File: config.mk
export PLATFORM = sky130hd
export DESIGN_NAME = command_packet_framer_core
export DESIGN_NICKNAME = d
export VERILOG_FILES = /design/src/design/cpf_pkg.sv /design/src/design/cpf_front.sv /design/src/design/cpf_queue.sv /design/src/design/cpf_back.sv /design/src/design/command_packet_framer_core.sv
export SDC_FILE = /design/constraint.sdc
export NUM_CORES = 1
export LEC_CHECK = 0
export BUFFER_PORTS_ARGS = -buffer_cell sky130_fd_sc_hd__buf_4
export CAP_MARGIN = 10
export CORE_ASPECT_RATIO = 2
export CORE_MARGIN = 2
export CORE_UTILIZATION = 63
export DETAILED_ROUTE_END_ITERATION = 6
export PLACE_DENSITY = 0.93
export SYNTH_ARGS = -nofsm -noshare
export SYNTH_HDL_FRONTEND = slang
export SYNTH_SLANG_ARGS = --single-unit
File: constraint.sdc
create_clock -name clock -period 10.9 [get_ports clock]
set_clock_uncertainty 0.2 [all_clocks]
set_input_delay 0.545 -clock clock [delete_from_list [all_inputs] [get_ports clock]]
set_output_delay 0.545 -clock clock [all_outputs]
set_load 0.01 [all_outputs]
File: src/design/cpf_pkg.sv
// ----------------------------------------------------------------------------
// cpf_pkg: shared types and constants of the command packet framer
// Packet framing codes, field widths, byte positions and the queue status.
// ----------------------------------------------------------------------------
package cpf_pkg;

   localparam int BYTE_W     = 8;
   localparam int CODE_W     = 8;
   localparam int COUNT_W    = 3;
   localparam int ADDR_W     = 32;
   localparam int CHK_W      = 16;
   localparam int POS_W      = 5;
   localparam int ARG_FIELDS = 5;

   localparam logic [BYTE_W-1:0] START_HI    = 8'hEF;
   localparam logic [BYTE_W-1:0] START_LO    = 8'h01;
   localparam logic [BYTE_W-1:0] PACKET_ID   = 8'h01;
   localparam logic [BYTE_W-1:0] LENGTH_HI   = 8'h00;
   localparam logic [BYTE_W-1:0] LENGTH_BIAS = 8'h03;
   localparam logic [ADDR_W-1:0] ADDR_RESET  = 32'hFFFF_FFFF;

   localparam logic [POS_W-1:0] POS_START_HI = 5'd0;
   localparam logic [POS_W-1:0] POS_START_LO = 5'd1;
   localparam logic [POS_W-1:0] POS_ADDR_3   = 5'd2;
   localparam logic [POS_W-1:0] POS_ADDR_2   = 5'd3;
   localparam logic [POS_W-1:0] POS_ADDR_1   = 5'd4;
   localparam logic [POS_W-1:0] POS_ADDR_0   = 5'd5;
   localparam logic [POS_W-1:0] POS_PID      = 5'd6;
   localparam logic [POS_W-1:0] POS_LEN_HI   = 5'd7;
   localparam logic [POS_W-1:0] POS_LEN_LO   = 5'd8;
   localparam logic [POS_W-1:0] POS_CODE     = 5'd9;
   localparam logic [POS_W-1:0] POS_ARG0     = 5'd10;

   typedef struct packed {
      logic full;
      logic empty;
   } queue_status_type;

endpackage

File: src/design/cpf_front.sv
// ----------------------------------------------------------------------------
// cpf_front: command intake
// Takes a command, saturates its argument count and lays out the queue entry.
// ----------------------------------------------------------------------------
module cpf_front #(
   parameter int MAX_ARGS = 5
) (
   input  logic                                       req_valid,
   output logic                                       req_stall,
   input  logic [cpf_pkg::CODE_W-1:0]                 req_command_code,
   input  logic [cpf_pkg::COUNT_W-1:0]                req_arg_count,
   input  logic [cpf_pkg::BYTE_W-1:0]                 req_arg_byte_0,
   input  logic [cpf_pkg::BYTE_W-1:0]                 req_arg_byte_1,
   input  logic [cpf_pkg::BYTE_W-1:0]                 req_arg_byte_2,
   input  logic [cpf_pkg::BYTE_W-1:0]                 req_arg_byte_3,
   input  logic [cpf_pkg::BYTE_W-1:0]                 req_arg_byte_4,
   input  cpf_pkg::queue_status_type                  q_status,
   output logic                                       q_push,
   output logic [cpf_pkg::CODE_W+cpf_pkg::COUNT_W+cpf_pkg::BYTE_W*MAX_ARGS-1:0] q_entry
);

   localparam int ARGS_LSB = cpf_pkg::CODE_W + cpf_pkg::COUNT_W;

   logic [cpf_pkg::BYTE_W-1:0]  fields[cpf_pkg::ARG_FIELDS];
   logic [cpf_pkg::COUNT_W-1:0] count_sat;

   assign fields[0] = req_arg_byte_0;
   assign fields[1] = req_arg_byte_1;
   assign fields[2] = req_arg_byte_2;
   assign fields[3] = req_arg_byte_3;
   assign fields[4] = req_arg_byte_4;

   assign count_sat = (32'(req_arg_count) > MAX_ARGS) ? cpf_pkg::COUNT_W'(MAX_ARGS)
                                                      : req_arg_count;

   assign q_entry[cpf_pkg::CODE_W-1:0]         = req_command_code;
   assign q_entry[ARGS_LSB-1:cpf_pkg::CODE_W]  = count_sat;

   for (genvar i = 0; i < MAX_ARGS; i++) begin : g_arg
      if (i < cpf_pkg::ARG_FIELDS) begin : g_field
         assign q_entry[ARGS_LSB + cpf_pkg::BYTE_W*i +: cpf_pkg::BYTE_W] = fields[i];
      end else begin : g_zero
         assign q_entry[ARGS_LSB + cpf_pkg::BYTE_W*i +: cpf_pkg::BYTE_W] = '0;
      end
   end

   assign req_stall = q_status.full;
   assign q_push    = req_valid && !q_status.full;

endmodule

File: src/design/cpf_queue.sv
// ----------------------------------------------------------------------------
// cpf_queue: command queue
// Small register FIFO between intake and the byte sequencer.
// ----------------------------------------------------------------------------
module cpf_queue #(
   parameter int WIDTH = 8,
   parameter int DEPTH = 2
) (
   input  logic                      clock,
   input  logic                      reset,
   input  logic                      push,
   input  logic [WIDTH-1:0]          din,
   input  logic                      pop,
   output logic [WIDTH-1:0]          dout,
   output cpf_pkg::queue_status_type status
);

   localparam int PTR_W  = (DEPTH > 1) ? $clog2(DEPTH) : 1;
   localparam int FILL_W = $clog2(DEPTH + 1);

   logic [WIDTH-1:0]  mem_ff[DEPTH];
   logic [PTR_W-1:0]  wr_ptr_ff, wr_ptr_in;
   logic [PTR_W-1:0]  rd_ptr_ff, rd_ptr_in;
   logic [FILL_W-1:0] fill_ff, fill_in;
   logic              do_push, do_pop;

   assign status.full  = (fill_ff == FILL_W'(DEPTH));
   assign status.empty = (fill_ff == '0);
   assign do_push      = push && !status.full;
   assign do_pop       = pop && !status.empty;
   assign dout         = mem_ff[rd_ptr_ff];

   always_comb begin
      wr_ptr_in = wr_ptr_ff;
      rd_ptr_in = rd_ptr_ff;
      fill_in   = fill_ff;
      if (do_push) begin
         wr_ptr_in = (wr_ptr_ff == PTR_W'(DEPTH - 1)) ? '0 : wr_ptr_ff + 1'b1;
      end
      if (do_pop) begin
         rd_ptr_in = (rd_ptr_ff == PTR_W'(DEPTH - 1)) ? '0 : rd_ptr_ff + 1'b1;
      end
      if (do_push && !do_pop) begin
         fill_in = fill_ff + 1'b1;
      end else if (do_pop && !do_push) begin
         fill_in = fill_ff - 1'b1;
      end
   end

   always_ff @(posedge clock) begin
      if (reset) begin
         wr_ptr_ff <= '0;
         rd_ptr_ff <= '0;
         fill_ff   <= '0;
      end else begin
         wr_ptr_ff <= wr_ptr_in;
         rd_ptr_ff <= rd_ptr_in;
         fill_ff   <= fill_in;
      end
   end

   always_ff @(posedge clock) begin
      if (do_push) begin
         mem_ff[wr_ptr_ff] <= din;
      end
   end

endmodule

File: src/design/cpf_back.sv
// ----------------------------------------------------------------------------
// cpf_back: packet byte sequencer
// Walks the head command byte by byte, accumulates the checksum and drives
// the registered result channel.
// ----------------------------------------------------------------------------
module cpf_back #(
   parameter int MAX_ARGS = 5
) (
   input  logic                                       clock,
   input  logic                                       reset,
   input  logic [cpf_pkg::ADDR_W-1:0]                 addr_word,
   input  cpf_pkg::queue_status_type                  q_status,
   input  logic [cpf_pkg::CODE_W+cpf_pkg::COUNT_W+cpf_pkg::BYTE_W*MAX_ARGS-1:0] q_entry,
   output logic                                       q_pop,
   output logic                                       rsp_valid,
   input  logic                                       rsp_stall,
   output logic [cpf_pkg::BYTE_W-1:0]                 rsp_out_byte,
   output logic                                       rsp_end_of_packet
);

   localparam int ARGS_LSB = cpf_pkg::CODE_W + cpf_pkg::COUNT_W;

   logic [cpf_pkg::POS_W-1:0]   pos_ff, pos_in;
   logic [cpf_pkg::CHK_W-1:0]   chk_ff, chk_in;
   logic                        rsp_valid_ff, rsp_valid_in;
   logic [cpf_pkg::BYTE_W-1:0]  rsp_byte_ff, rsp_byte_in;
   logic                        rsp_last_ff, rsp_last_in;

   logic [cpf_pkg::CODE_W-1:0]  code;
   logic [cpf_pkg::COUNT_W-1:0] count;
   logic [cpf_pkg::POS_W-1:0]   chk_pos;
   logic [cpf_pkg::BYTE_W-1:0]  arg_sel;
   logic [cpf_pkg::BYTE_W-1:0]  byte_sel;
   logic                        is_last, in_sum, advance, issue;

   assign code    = q_entry[cpf_pkg::CODE_W-1:0];
   assign count   = q_entry[ARGS_LSB-1:cpf_pkg::CODE_W];
   assign chk_pos = cpf_pkg::POS_ARG0 + cpf_pkg::POS_W'(count);
   assign is_last = (pos_ff == chk_pos + 1'b1);
   assign in_sum  = (pos_ff >= cpf_pkg::POS_PID) && (pos_ff < chk_pos);
   assign advance = !rsp_valid_ff || !rsp_stall;
   assign issue   = advance && !q_status.empty;
   assign q_pop   = issue && is_last;

   always_comb begin
      arg_sel = '0;
      for (int i = 0; i < MAX_ARGS; i++) begin
         if (pos_ff == cpf_pkg::POS_ARG0 + cpf_pkg::POS_W'(i)) begin
            arg_sel = q_entry[ARGS_LSB + cpf_pkg::BYTE_W*i +: cpf_pkg::BYTE_W];
         end
      end
   end

   always_comb begin
      priority if (pos_ff == cpf_pkg::POS_START_HI) begin
         byte_sel = cpf_pkg::START_HI;
      end else if (pos_ff == cpf_pkg::POS_START_LO) begin
         byte_sel = cpf_pkg::START_LO;
      end else if (pos_ff == cpf_pkg::POS_ADDR_3) begin
         byte_sel = addr_word[31:24];
      end else if (pos_ff == cpf_pkg::POS_ADDR_2) begin
         byte_sel = addr_word[23:16];
      end else if (pos_ff == cpf_pkg::POS_ADDR_1) begin
         byte_sel = addr_word[15:8];
      end else if (pos_ff == cpf_pkg::POS_ADDR_0) begin
         byte_sel = addr_word[7:0];
      end else if (pos_ff == cpf_pkg::POS_PID) begin
         byte_sel = cpf_pkg::PACKET_ID;
      end else if (pos_ff == cpf_pkg::POS_LEN_HI) begin
         byte_sel = cpf_pkg::LENGTH_HI;
      end else if (pos_ff == cpf_pkg::POS_LEN_LO) begin
         byte_sel = cpf_pkg::BYTE_W'(count) + cpf_pkg::LENGTH_BIAS;
      end else if (pos_ff == cpf_pkg::POS_CODE) begin
         byte_sel = code;
      end else if (pos_ff < chk_pos) begin
         byte_sel = arg_sel;
      end else if (pos_ff == chk_pos) begin
         byte_sel = chk_ff[15:8];
      end else begin
         byte_sel = chk_ff[7:0];
      end
   end

   always_comb begin
      pos_in       = pos_ff;
      chk_in       = chk_ff;
      rsp_valid_in = rsp_valid_ff;
      rsp_byte_in  = rsp_byte_ff;
      rsp_last_in  = rsp_last_ff;
      if (advance) begin
         rsp_valid_in = issue;
      end
      if (issue) begin
         rsp_byte_in = byte_sel;
         rsp_last_in = is_last;
         if (is_last) begin
            pos_in = '0;
            chk_in = '0;
         end else begin
            pos_in = pos_ff + 1'b1;
            if (in_sum) begin
               chk_in = chk_ff + cpf_pkg::CHK_W'(byte_sel);
            end
         end
      end
   end

   always_ff @(posedge clock) begin
      if (reset) begin
         pos_ff       <= '0;
         chk_ff       <= '0;
         rsp_valid_ff <= 1'b0;
      end else begin
         pos_ff       <= pos_in;
         chk_ff       <= chk_in;
         rsp_valid_ff <= rsp_valid_in;
      end
   end

   always_ff @(posedge clock) begin
      rsp_byte_ff <= rsp_byte_in;
      rsp_last_ff <= rsp_last_in;
   end

   assign rsp_valid         = rsp_valid_ff;
   assign rsp_out_byte      = rsp_byte_ff;
   assign rsp_end_of_packet = rsp_last_ff;

endmodule

File: src/design/command_packet_framer_core.sv
// The first packet byte passes through the command queue and then the
// registered result channel. A packet is 12 + argument count bytes (12 to
// 12 + MAX_ARGS), one byte per cycle from the byte sequencer unless stalled;
// commands queue two deep, so the next follows its predecessor with no gap.
// Reset: synchronous; empties the queue, idles the sequencer, drops rsp_valid
// and sets the device address to FFFFFFFF.
// ----------------------------------------------------------------------------
// command_packet_framer_core: command packet framer
// Frames commands into serial packets with header, device address, length,
// arguments and a 16-bit additive checksum.
// ----------------------------------------------------------------------------
module command_packet_framer_core #(
   parameter int MAX_ARGS = 5
) (
   input  logic                              clock,
   input  logic                              reset,
   input  logic                              csr_write_enable,
   input  logic [cpf_pkg::ADDR_W-1:0]        csr_write_data,
   input  logic                              req_valid,
   output logic                              req_stall,
   input  logic [cpf_pkg::CODE_W-1:0]        req_command_code,
   input  logic [cpf_pkg::COUNT_W-1:0]       req_arg_count,
   input  logic [cpf_pkg::BYTE_W-1:0]        req_arg_byte_0,
   input  logic [cpf_pkg::BYTE_W-1:0]        req_arg_byte_1,
   input  logic [cpf_pkg::BYTE_W-1:0]        req_arg_byte_2,
   input  logic [cpf_pkg::BYTE_W-1:0]        req_arg_byte_3,
   input  logic [cpf_pkg::BYTE_W-1:0]        req_arg_byte_4,
   output logic                              rsp_valid,
   input  logic                              rsp_stall,
   output logic [cpf_pkg::BYTE_W-1:0]        rsp_out_byte,
   output logic                              rsp_end_of_packet
);

   localparam int ENTRY_W     = cpf_pkg::CODE_W + cpf_pkg::COUNT_W + cpf_pkg::BYTE_W*MAX_ARGS;
   localparam int QUEUE_DEPTH = 2;

   logic [cpf_pkg::ADDR_W-1:0] dev_addr_ff, dev_addr_in;
   cpf_pkg::queue_status_type  q_status;
   logic                       q_push, q_pop;
   logic [ENTRY_W-1:0]         q_din, q_dout;

   assign dev_addr_in = csr_write_enable ? csr_write_data : dev_addr_ff;

   always_ff @(posedge clock) begin
      if (reset) begin
         dev_addr_ff <= cpf_pkg::ADDR_RESET;
      end else begin
         dev_addr_ff <= dev_addr_in;
      end
   end

   cpf_front #(
      .MAX_ARGS (MAX_ARGS)
   ) u_front (
      .req_valid        (req_valid),
      .req_stall        (req_stall),
      .req_command_code (req_command_code),
      .req_arg_count    (req_arg_count),
      .req_arg_byte_0   (req_arg_byte_0),
      .req_arg_byte_1   (req_arg_byte_1),
      .req_arg_byte_2   (req_arg_byte_2),
      .req_arg_byte_3   (req_arg_byte_3),
      .req_arg_byte_4   (req_arg_byte_4),
      .q_status         (q_status),
      .q_push           (q_push),
      .q_entry          (q_din)
   );

   cpf_queue #(
      .WIDTH (ENTRY_W),
      .DEPTH (QUEUE_DEPTH)
   ) u_queue (
      .clock  (clock),
      .reset  (reset),
      .push   (q_push),
      .din    (q_din),
      .pop    (q_pop),
      .dout   (q_dout),
      .status (q_status)
   );

   cpf_back #(
      .MAX_ARGS (MAX_ARGS)
   ) u_back (
      .clock             (clock),
      .reset             (reset),
      .addr_word         (dev_addr_ff),
      .q_status          (q_status),
      .q_entry           (q_dout),
      .q_pop             (q_pop),
      .rsp_valid         (rsp_valid),
      .rsp_stall         (rsp_stall),
      .rsp_out_byte      (rsp_out_byte),
      .rsp_end_of_packet (rsp_end_of_packet)
   );

`ifndef SYNTHESIS
   a_no_push_when_full: assert property (@(posedge clock) disable iff (reset)
      !(q_push && q_status.full))
      else $error("queue push while full");

   a_pop_loads_last_byte: assert property (@(posedge clock) disable iff (reset)
      q_pop |=> (rsp_valid && rsp_end_of_packet))
      else $error("command retired without its final byte");

   a_idle_when_empty: assert property (@(posedge clock) disable iff (reset)
      (q_status.empty && (!rsp_valid || !rsp_stall)) |=> !rsp_valid)
      else $error("byte issued with no queued command");
`endif

endmodule
# Word-level counts from Yosys, hierarchy flattened
# Memories as Yosys holds them, arrays and structs flattened. A register that Yosys moved wholly into a read port is not among the register bits.
# Index checks and enable logic that the tools add are counted.
# classes
add_sub_neg	9
magnitude_cmp	3
n_eq_ne	17
muxes	29
n_reduce_logical	20
# op_table
operator	count
$mux 8	17
$eq 5x4->1 const B	7
$mux 16	2
$eq 5x3->1 const B	4
$add 16x8->16	1
$add 5x1->5 const B	2
$eq 5x2->1 const B	2
$eq 5x5->1	2
$logic_and 1x1->1	8
$logic_not 1->1	6
$mux 1	6
$add 4x3->5 const A	1
$eq 5x1->1 const B	1
$ge 5x3->1 const B	1
$logic_not 5->1	1
$lt 5x5->1	1
$mux 5	1
$add 3x2->4 const B	1
$mux 2	2
$reduce_bool 2->1	2
$gt 3x3->1 const B	1
$mux 3	1
$add 1x1->1 const B	2
$add 2x1->2 const B	1
5 further kinds	5
# totals
register_bits	67
mem_bits_rw	102
input_bits	88
out_inout_bits	11
word_cells	88
memories	1
# mem_list
name	depth	word_bits	rd	rd_ports_with_merged_regs	write_ports	line_no	source
u_queue.mem_ff	2	51	1	1	1	cpf_queue.sv:21	logic [WIDTH-1:0] mem_ff[DEPTH];

# Logic depth before layout (Yosys ltp)
# depth
depth_word	20
mapped_depth	23
depth_no_buf	19

# Modules after synthesis
# From an unflattened synthesis, not the netlist that was laid out.
# unflattened
cells_unflattened	753
hier_area_um2	8748.4
# modules_own_cells
module	instances	cells_each	area_each_um2	seq_area_each_um2
cpf_queue	1	184	3885.0	3163.0
cpf_back	1	410	3271.9	710.7
command_packet_framer_core	1	106	1199.9	640.6
cpf_front	1	53	391.6	0.0

# Least setup slack after synthesis
# No wires, ideal clock.
# synth_path
path_kind	register -> register
start	register with a tool-made name
end	register u_back.chk_ff[15] in the netlist's numbering
setup_time_ps	123
t_arrival_ps	4717
required_ps	10577
slack_ps	5859
path_stages_with_launch	23
n_path_buf	4
period_less_slack_ps	5041
path_cell_list	dfxtp_1 > buf_4 > buf_2 > buf_2 > mux2i_1 > inv_1 > ha_1 > inv_1 > ha_1 > nand4_1 > nor2b_1 > buf_6 > mux2_1 > o311ai_1 > o21ai_1 > a211o_1 > ha_1 > a21oi_1 > o211ai_1 > a31oi_1 > a211oi_4 > nand4_1 > mux2_1
# synth_rtl
item	line_no	source
end signal, assigned	cpf_back.sv:115	chk_ff <= chk_in;
end, declared	cpf_back.sv:24	logic [cpf_pkg::CHK_W-1:0] chk_ff, chk_in;

==> qor.yml <==
vias: 5939
final.min_clock_period_ns: 6.08
powerDensity_nw_per_um2: 183
start_util_pct: 64.6
grt_pass1_wl_mm: 31.5
power_mw: 1.75
cts_sinks: 170
outcome: "finished clean"
antenna_found_initial: 0
coreArea_um2: 12600
seqPwrFrac_pct: 45.6
cts_setup_buffers: 0
crit_required_ns: 11.02
swShare_pct: 30.6
r2r_end: "u_back.chk_ff[15]"
hp-class: "in -> reg"
via_per_inst: 6.34
synth_area_per_cell_um2: 11.8
gp_congestion: 1.00
areaGrowthSynthToFinish_pct: 17.0
internal_power_mw: 1.21
r2r_cells: 19
clockBufferDepth: 2
drt_pre_antenna_iters: 5
hold_viol_final: 0
grt_max_degree: 53
maxCapViolCount: 0
crit_path_end_kind: "flop"
rrSetupSlack_ns: 4.82
die_area_um2: 13900
setup_ws_ns: 4.82
p_leak_nw: 3.60
fin_cells: 937
clk_pin_slew_ns: 0.07
p_switching_mw: 0.535
synth_async_sr_flop_share_pct: 0
num_rows: 58
io_buffers: 98
min_to: "u_queue.mem_ff[0][18]"
clock_latency_ns: 0.44
hold_depth: 1
wl_mm: 20.2
drtIter0Drc: 580
clock-root-buffer: "clkbuf_16"
combPwrFrac_pct: 20.1
h-tree-depth: 4
pin_count: 99
clock_power_share_pct: 34.3
dpl_worst_slack_ns: 4.88
post_cts_resized: 0
synth.distinct_cells: 73
utilization_pct: 75.5
netlist_instances: 689
synth-edff-count: 111
cp_max_fo: 52
syn_area_um2: 8160
hold_start: "req_arg_byte_0[7]"
fin_crit_sh_pct: 55.7
rsz0062_at_grt: "no"
worstPathArrival_ns: 6.20
finalNetCount: 888
syn_nets: 803
vdd_drop_max_mv: 0.148
ys_ff_latch: 170
critPathKind: "reg -> reg"
overflow: 0
holdBufCountCts: 0
die_h_um: 165
die_x_um: 84.5
max_freq_ghz: 0.165
maxSlewViolCount: 0
worstSetupStartpointType: "flop"
first_global_vias: 6180
synth_top_flop_cell: "edfxtp_1"
finalSetupViolCount: 0
placedCellCount: 905
layout-drive-gt1-share_pct: 21.5
n_antenna_cell: 0
worst_pin_slew_ns: 1.19
drc: 0
slew_headroom_pct: 20.7
setup_tns_ns: 0
cts_tree: "built"
dp_hpwl_mm: 14.5
track_usage_pct: 29.7
yosysWarnings: 0
ant_nets: 0
routedWlPerCell_um: 21.6
cts_buffers: 17
synth_seq_area_share_pct: 55.4
layout by cell type (no fill, tap or decap), types with 5 or more instances in the layout:
cell / Yosys / final
a221oi_1: 5 / 5
nor3_1: 22 / 22
nor2_1: 30 / 29
mux2_2: 14 / 14
nand2_1: 67 / 67
nor2b_1: 8 / 8
a21o_1: 7 / 7
o21ai_0: 24 / 24
xor2_1: 10 / 10
a211oi_1: 8 / 8
o22ai_1: 14 / 14
mux2i_1: 73 / 73
inv_6: 0 / 7
a21oi_1: 31 / 31
clkbuf_16: 0 / 17
inv_1: 18 / 18
a311oi_1: 6 / 6
ha_1: 24 / 24
a22oi_1: 5 / 5
buf_4: 3 / 102
clkinv_8: 0 / 5
edfxtp_1: 111 / 111
xnor2_1: 12 / 12
nand2b_1: 13 / 13
nand3_1: 13 / 13
dfxtp_1: 59 / 58
critical path, cell delays in order, from the launching register on:
cell and delay, ns:
dfxtp_2 0.31, buf_4 0.62, mux2i_1 0.30, inv_1 0.21
ha_1 0.28, inv_1 0.07, ha_1 0.35, nand4_1 0.11
nor2b_1 0.73, mux2_1 0.38, o311ai_1 0.22, o21ai_1 0.13
a211o_1 0.30, ha_1 0.28, a21oi_1 0.26, o211ai_1 0.18
a31oi_1 0.43, a211oi_4 0.11, nand4_1 0.13, mux2_1 0.32
flip-flops by register name (all words and copies together) (netlist names), named ones only:
name / cells
u_queue.mem_ff: 102
dev_addr_ff: 32
u_back.chk_ff: 16
u_back.rsp_out_byte: 8
u_back.pos_ff: 5
u_queue.fill_ff: 2
u_back.rsp_end_of_packet: 1
u_back.rsp_valid: 1
u_queue.rd_ptr_ff: 1
u_queue.wr_ptr_ff: 1
cell type report:
| type | count | area (um^2) |
|---|---|---|
| flip-flops and latches | 170 | 4520 |
| multi-input cells | 460 | 3380 |
| fillers | 808 | 3090 |
| repair buffers | 102 | 766 |
| clock buffers | 17 | 425 |
| well taps | 150 | 188 |
| clock inverters | 15 | 170 |
| inverters | 23 | 88.8 |
cell families (layout without fill, tap and decap cells):
family | Yosys count | count (layout) | share of synthesized area (%)
compound gates | 139 | 139 | 12.1
xor+xnor | 23 | 23 | 2.56
fa+ha+maj | 26 | 26 | 4.17
buf+inv | 59 | 157 | 3.25
flops | 170 | 170 | 55.4
mux | 90 | 90 | 11.3
simple gates | 182 | 182 | 11.2
Yosys cell counts (3+ instances only):
cell / instances / area (um^2)
mux2_2: 14 / 158
buf_2: 12 / 60.1
a21o_1: 7 / 52.6
nor2_1: 30 / 113
o31ai_1: 3 / 22.5
nand3_1: 13 / 65.1
a211o_1: 3 / 26.3
nor3_1: 22 / 110
a211oi_1: 8 / 60.1
clkbuf_1: 19 / 71.3
xnor2_1: 12 / 105
a22oi_1: 5 / 37.5
o221ai_1: 4 / 35.0
edfxtp_1: 111 / 3330
inv_2: 3 / 11.3
nand4_1: 4 / 25.0
nand4b_1: 3 / 26.3
and2_1: 3 / 18.8
ha_1: 24 / 300
nand2b_1: 13 / 81.3
and3_1: 4 / 25.0
mux2i_1: 73 / 731
inv_1: 18 / 67.6
o211ai_1: 3 / 22.5
buf_4: 3 / 22.5
a311oi_1: 6 / 52.6
nand2_1: 67 / 251
xor2_1: 10 / 87.6
dfxtp_1: 59 / 1180
a221oi_1: 5 / 43.8
o22ai_1: 14 / 87.6
o21ai_0: 24 / 120
a21oi_1: 31 / 155
nor2b_1: 8 / 50.1
routing by layer:
metal	part of all wire, %	wire (um)	global-route usage [%]
met1	34	6810	30.1
met5	0	0	0
met2	55	11000	55.1
met4	6.9	1400	20.1
met3	4.8	975	4.40
stage by stage:
step                cell area (um^2)  hold WS [ns]
global route                    9540        0.0878
detailed placement              8940         0.255
finish                          9540        0.0834
floorplan                       8160         0.236
global placement                8940         0.258
CTS                             9540        0.0868
power groups by stage:
stage,clock (mW),sequential [mW],combinational [mW]
6_report,0.600,0.799,0.351
5_1_grt,0.630,0.804,0.381
4_1_cts,0.602,0.798,0.347
3_5_place_dp,0,0.811,0.345
3_3_place_gp,0,0.807,0.333
2_1_floorplan,0,0.809,0.221
worst max-delay path by stage:
stage	startpoint	to	slack (ns)	cells after the start
after floorplan	flop	u_back.chk_ff[15]	5.86	22
after global placement	flop	u_back.chk_ff[15]	5.09	19
after detailed placement	flop	u_back.chk_ff[15]	4.88	19
after CTS	flop	u_back.chk_ff[15]	4.86	19
after global routing	flop	u_back.chk_ff[10]	4.33	20
final	flop	u_back.chk_ff[15]	4.82	19
Power figures use the tool's default switching activity.
